==> src/design/bds_pkg.sv <==
// ----------------------------------------------------------------------------
// bds_pkg: shared definitions for the box downscaler
// Field widths, register codes, reset values and the command and status
// bundles that run between the controller and the datapath.
// ----------------------------------------------------------------------------
`default_nettype none

package bds_pkg;

	localparam int PIX_W          = 8;
	localparam int NUM_CH         = 3;
	localparam int QUO_W          = 8;
	localparam int STEP_W         = $clog2(QUO_W);
	localparam int CFG_IDX_W      = 2;
	localparam int CFG_DATA_W     = 13;
	localparam int FACTOR_FIELD_W = 5;
	localparam int MAX_HEIGHT     = 4096;
	localparam int HGT_W          = $clog2(MAX_HEIGHT + 1);

	localparam int MAX_WIDTH_DEF  = 4096;
	localparam int MAX_FACTOR_DEF = 16;

	localparam logic [CFG_IDX_W-1:0] REG_FACTOR = 2'd0;
	localparam logic [CFG_IDX_W-1:0] REG_WIDTH  = 2'd1;
	localparam logic [CFG_IDX_W-1:0] REG_HEIGHT = 2'd2;

	localparam logic [FACTOR_FIELD_W-1:0] FACTOR_RST = 5'd2;
	localparam logic [CFG_DATA_W-1:0]     WIDTH_RST  = 13'd640;
	localparam logic [CFG_DATA_W-1:0]     HEIGHT_RST = 13'd480;

	typedef struct packed {
		logic capture;
		logic acc;
		logic div_load;
		logic div_step;
		logic load_out;
	} bds_cmd_t;

	typedef struct packed {
		logic emit;
	} bds_stat_t;

endpackage

`default_nettype wire

==> src/design/bds_ctrl.sv <==
// ----------------------------------------------------------------------------
// bds_ctrl: sequencing of one pixel through the datapath
// Accept, read-modify-write of the column sum, then for a finished block an
// iterative division and a hand-over to the output register.
// ----------------------------------------------------------------------------
`default_nettype none

module bds_ctrl import bds_pkg::*; (
	input  wire logic      clk,
	input  wire logic      arst_n,
	input  wire logic      in_valid,
	output logic           in_ready,
	output logic           out_valid,
	input  wire logic      out_ready,
	input  wire bds_stat_t stat,
	output bds_cmd_t       cmd
);

	typedef enum logic [1:0] {
		ST_IDLE,
		ST_ACC,
		ST_DIV,
		ST_OUT
	} state_t;

	state_t            state_q;
	logic [STEP_W-1:0] step_q;
	logic              out_valid_q;

	always_comb begin
		cmd.capture  = (state_q == ST_IDLE) && in_valid;
		cmd.acc      = (state_q == ST_ACC);
		cmd.div_load = (state_q == ST_ACC) && stat.emit;
		cmd.div_step = (state_q == ST_DIV);
		cmd.load_out = (state_q == ST_OUT) && (!out_valid_q || out_ready);
	end

	always_ff @(posedge clk or negedge arst_n) begin
		if (!arst_n) begin
			state_q     <= ST_IDLE;
			step_q      <= '0;
			out_valid_q <= 1'b0;
		end else begin
			if (cmd.load_out) begin
				out_valid_q <= 1'b1;
			end else if (out_ready) begin
				out_valid_q <= 1'b0;
			end
			unique case (state_q)
				ST_IDLE: begin
					if (in_valid) begin
						state_q <= ST_ACC;
					end
				end
				ST_ACC: begin
					if (stat.emit) begin
						state_q <= ST_DIV;
						step_q  <= STEP_W'(QUO_W - 1);
					end else begin
						state_q <= ST_IDLE;
					end
				end
				ST_DIV: begin
					if (step_q == '0) begin
						state_q <= ST_OUT;
					end else begin
						step_q <= step_q - 1'b1;
					end
				end
				ST_OUT: begin
					if (cmd.load_out) begin
						state_q <= ST_IDLE;
					end
				end
				default: begin
					state_q <= ST_IDLE;
				end
			endcase
		end
	end

	assign in_ready  = (state_q == ST_IDLE);
	assign out_valid = out_valid_q;

endmodule

`default_nettype wire

==> config.mk <==
export PLATFORM = sky130hd
export DESIGN_NAME = bds_ctrl
export DESIGN_NICKNAME = d
export VERILOG_FILES = /design/src/design/bds_pkg.sv /design/src/design/bds_ctrl.sv
export SDC_FILE = /design/constraint.sdc
export NUM_CORES = 1
export LEC_CHECK = 0
export ABC_CLOCK_PERIOD_IN_PS = 1100
export BUFFER_PORTS_ARGS = -buffer_cell sky130_fd_sc_hd__buf_2
export CAP_MARGIN = 10
export CORE_AREA = 3 3 40 42
export DETAILED_ROUTE_END_ITERATION = 16
export DIE_AREA = 0 0 43 45
export GPL_ROUTABILITY_DRIVEN = 0
export RECOVER_POWER = 50
export SLEW_MARGIN = 10
export SYNTH_ARGS = -nofsm -noshare
export SYNTH_HDL_FRONTEND = slang
export SYNTH_SLANG_ARGS = --single-unit
==> constraint.sdc <==
create_clock -name clk -period 1.1 [get_ports clk]
set_clock_uncertainty 0.1 [all_clocks]
set_input_delay 0.22 -clock clk [delete_from_list [all_inputs] [get_ports clk]]
set_output_delay 0.22 -clock clk [all_outputs]
set_load 0.1 [all_outputs]
==> summary.txt <==
Placed design
  – DP Worst Slack: -0.176 ns
  – HPWL after detailed placement: roughly 640 um
  – Total cell area at the placement stage: 613 um^2
  – PortBufs: 11

Critical path
  – Required time at the worst-slack endpoint: 0.78 ns
  – Critical path arrival: 1.20 ns
  – Critical path capture point type: output port
  – Critical path fanouts, max: 6
  – Launching element type of the critical path: flop
  – Launch instance of the worst register-to-register path: state_q[0]$_DFFE_PN0P_
  – Critical setup path kind: flop to output port
  – Reg2Reg Depth: 5

Synthesis
  – Register bit total from synthesis: 6
  – Post-Synth Adder-Cell Area: under 10%
  – Synth Area in Simple Gates: 24.5%
  – Main combinational cell family by area after synthesis: simple AND/OR/NAND/NOR gates
  – Syn_nets: 39
  – Sequential cell area fraction in the yosys report: 44.6%
  – Number of library cell types mapped by synthesis: 18
  – Compound-Gate Fraction of Synth Area: 17.1%
  – Cell Area, Synth: 337 um^2
  – Syn Inst Count: 32
  – Xor/xnor cell area share of the yosys netlist: 0%
  – Average footprint of a synthesized cell: 10.5 um^2
  – Number of synthesis warnings: 0
  – Post-synthesis mux area share: 2.97%

Hold path
  – Type of the tightest min-delay check: input port to flop
  – Critical hold path startpoint: in_valid
  – Worst Hold Depth: 3

Timing
  – Post-layout minimum cycle time: 1.52 ns
  – Number of max-slew violations in the final report: 0
  – Count of final setup violators: 12
  – Worst Setup Slack, final: -0.418 ns
  – Relative slew margins: 77.3%
  – Max Clock Freq: 0.659 GHz
  – Count of final hold-check violations: 0
  – Setup repair after global routing missed its margin: true
  – Final period util: 138%
  – Summed negative setup slack over all endpoints: -3.30 ns
  – Worst Tran Pin Value: 0.340 ns

Detailed routing
  – Average vias per placed instance: 4.31
  – Initial DRC count: 0
  – Antenna-violating nets left: 0
  – Total via count in the routed design: approximately 320
  – Detail-routed net length per standard cell: between 10 and 15 um
  – Residual DRC: 0
  – Detailed-router iteration count before antenna repair: 1
  – DRT Wirelength: 835 um

CTS
  – CTS H-tree lvls: 1
  – Number of buffers created by CTS: 3
  – Worst-skew pair later-pin latency: around 0.25 ns
  – CTS tree: yes
  – CTS Root Buffer Type: sky130_fd_sc_hd__clkbuf_4
  – Reg clk slew, reported paths: around 0.05 ns
  – Worst-case clock buffer depth: 2
  – # clock sinks: 6

Global route
  – Via count of the first global-routing pass: 354
  – Global router's overall resource usage: 11.1%
  – Maximum number of pins on one net before global-route repair: 7
  – First-pass GRT wire length: 1.50 mm
  – Number of antenna violations at the first check in global routing: 0
  – Remaining global-route overflow: 0

Job
  – MaxCap Viol Count: 0

Cells and area
  – Area Overhead vs Synth: 117%
  – Antenna fix cells: 0
  – Share of final-layout standard cells stronger than drive strength 1: 75.0%
  – Layout Cell Area excl Fill: 732 um^2
  – Utilization after layout: 57.0%
  – Count of filler cells inserted in the layout: 119
  – Multi-input combinational cell area: ~240 um^2
  – Nets: 68
  – Sequential cell area in the final layout: 156 um^2

Die
  – Placement row count: 13
  – Boundary Pins: 12
  – Core Box Area: 1280 um^2
  – Effective utilization at floorplan: 26.2%
  – Die Outline Area: 1940 um^2
  – Die width: 43 um
  – Height of the die: 45 um

Run status
  – Violations in the final reports: negative setup slack
  – Outcome: complete, but fails checks
## area by class of cell
cell class | count | area share (%)
flip-flops and latches | 6 | 21.4
clock buffers | 4 | 3.59
repair buffers | 24 | 37.9
well taps | 15 | 2.56
inverters | 3 | 1.54
multi-input cells | 23 | 33.0
## critical path, stage by stage (launching register included)
cell	delay [ns]
sky130_fd_sc_hd__dfrtp_2	0.45
sky130_fd_sc_hd__and3b_4	0.34
sky130_fd_sc_hd__buf_12	0.17
## path summary, 6_finish.rpt
| check | endpoint | slack [ns] |
|---|---|---|
| hold / removal | state_q[0]$_DFFE_PN0P_ | 0.13 |
| setup / recovery | cmd[2] | -0.42 |
| hold reg to reg | step_q[2]$_DFFE_PN0P_ | 0.50 |
| min in group asynchronous | step_q[0]$_DFFE_PN0P_ | 0.28 |
| max in group asynchronous | async pin | 0.34 |
| setup reg to reg | step_q[2]$_DFFE_PN0P_ | -0.32 |
## routing by layer
layer	global-route usage [%]	vias to the layer above	wire [um]
met4	7.23	0	0
met2	19.2	8	469
met5	0	-	0
met1	11.3	150	317
met3	3.98	0	48
li1	-	165	-
## cell usage after synthesis
cell type                  instances  area [um^2]
sky130_fd_sc_hd__a31oi_1           1         6.26
sky130_fd_sc_hd__nor2_1            4         15.0
sky130_fd_sc_hd__and3b_4           1         12.5
sky130_fd_sc_hd__a21oi_2           1         8.76
sky130_fd_sc_hd__and2_4            1         8.76
sky130_fd_sc_hd__nand2b_1          2         12.5
sky130_fd_sc_hd__nor2b_1           1         6.26
sky130_fd_sc_hd__o21ai_0           1         5.00
sky130_fd_sc_hd__a21oi_1           2         10.0
sky130_fd_sc_hd__ha_1              2         25.0
sky130_fd_sc_hd__nor2b_4           1         13.8
sky130_fd_sc_hd__and2_1            1         6.26
sky130_fd_sc_hd__nand2_1           2         7.51
sky130_fd_sc_hd__a311oi_2          1         15.0
sky130_fd_sc_hd__inv_1             3         11.3
sky130_fd_sc_hd__mux2i_1           1         10.0
sky130_fd_sc_hd__dfrtp_1           6          150
sky130_fd_sc_hd__a22oi_2           1         12.5
## cell families after synthesis
| family | after synthesis |
|---|---|
| AND/OR/NAND/NOR | 13 |
| buffers and inverters | 3 |
| AO/OA/AOI/OAI | 7 |
| multiplexers | 1 |
| adder cells (fa/ha/maj) | 2 |
| flip-flops | 6 |
## per-stage QoR
stage | cells | hold slack [ns]
floorplan | 32 | -0.176
CTS | 73 | 0.119
global route | 75 | 0.124
detailed placement | 66 | -0.0445
global placement | 66 | -0.0479
finish | 75 | 0.129
## cell usage in the layout, fill, tap and decap left out, types with 3 or more instances in the layout
| cell | count |
|---|---|
| sky130_fd_sc_hd__clkbuf_4 | 3 |
| sky130_fd_sc_hd__inv_1 | 3 |
| sky130_fd_sc_hd__nor2_4 | 3 |
| sky130_fd_sc_hd__buf_4 | 7 |
| sky130_fd_sc_hd__buf_12 | 7 |
| sky130_fd_sc_hd__dfrtp_1 | 3 |
| sky130_fd_sc_hd__buf_2 | 3 |
| sky130_fd_sc_hd__buf_6 | 5 |
## timing repair
| action | 4_1_cts | 5_1_grt |
|---|---|---|
| hold buffers | 1 | 0 |
| resized for setup | 8 | 5 |
| buffers inserted | 2 | 2 |
| endpoints found under the hold margin | 6 | 0 |
| gates cloned | 0 | 0 |
| endpoints found under the setup margin | 12 | 12 |
| pin swaps | 1 | 3 |
Power is left out: the tool's default activity adds up to more than one toggle a clock period on the data nets, which glitch-free logic cannot reach.
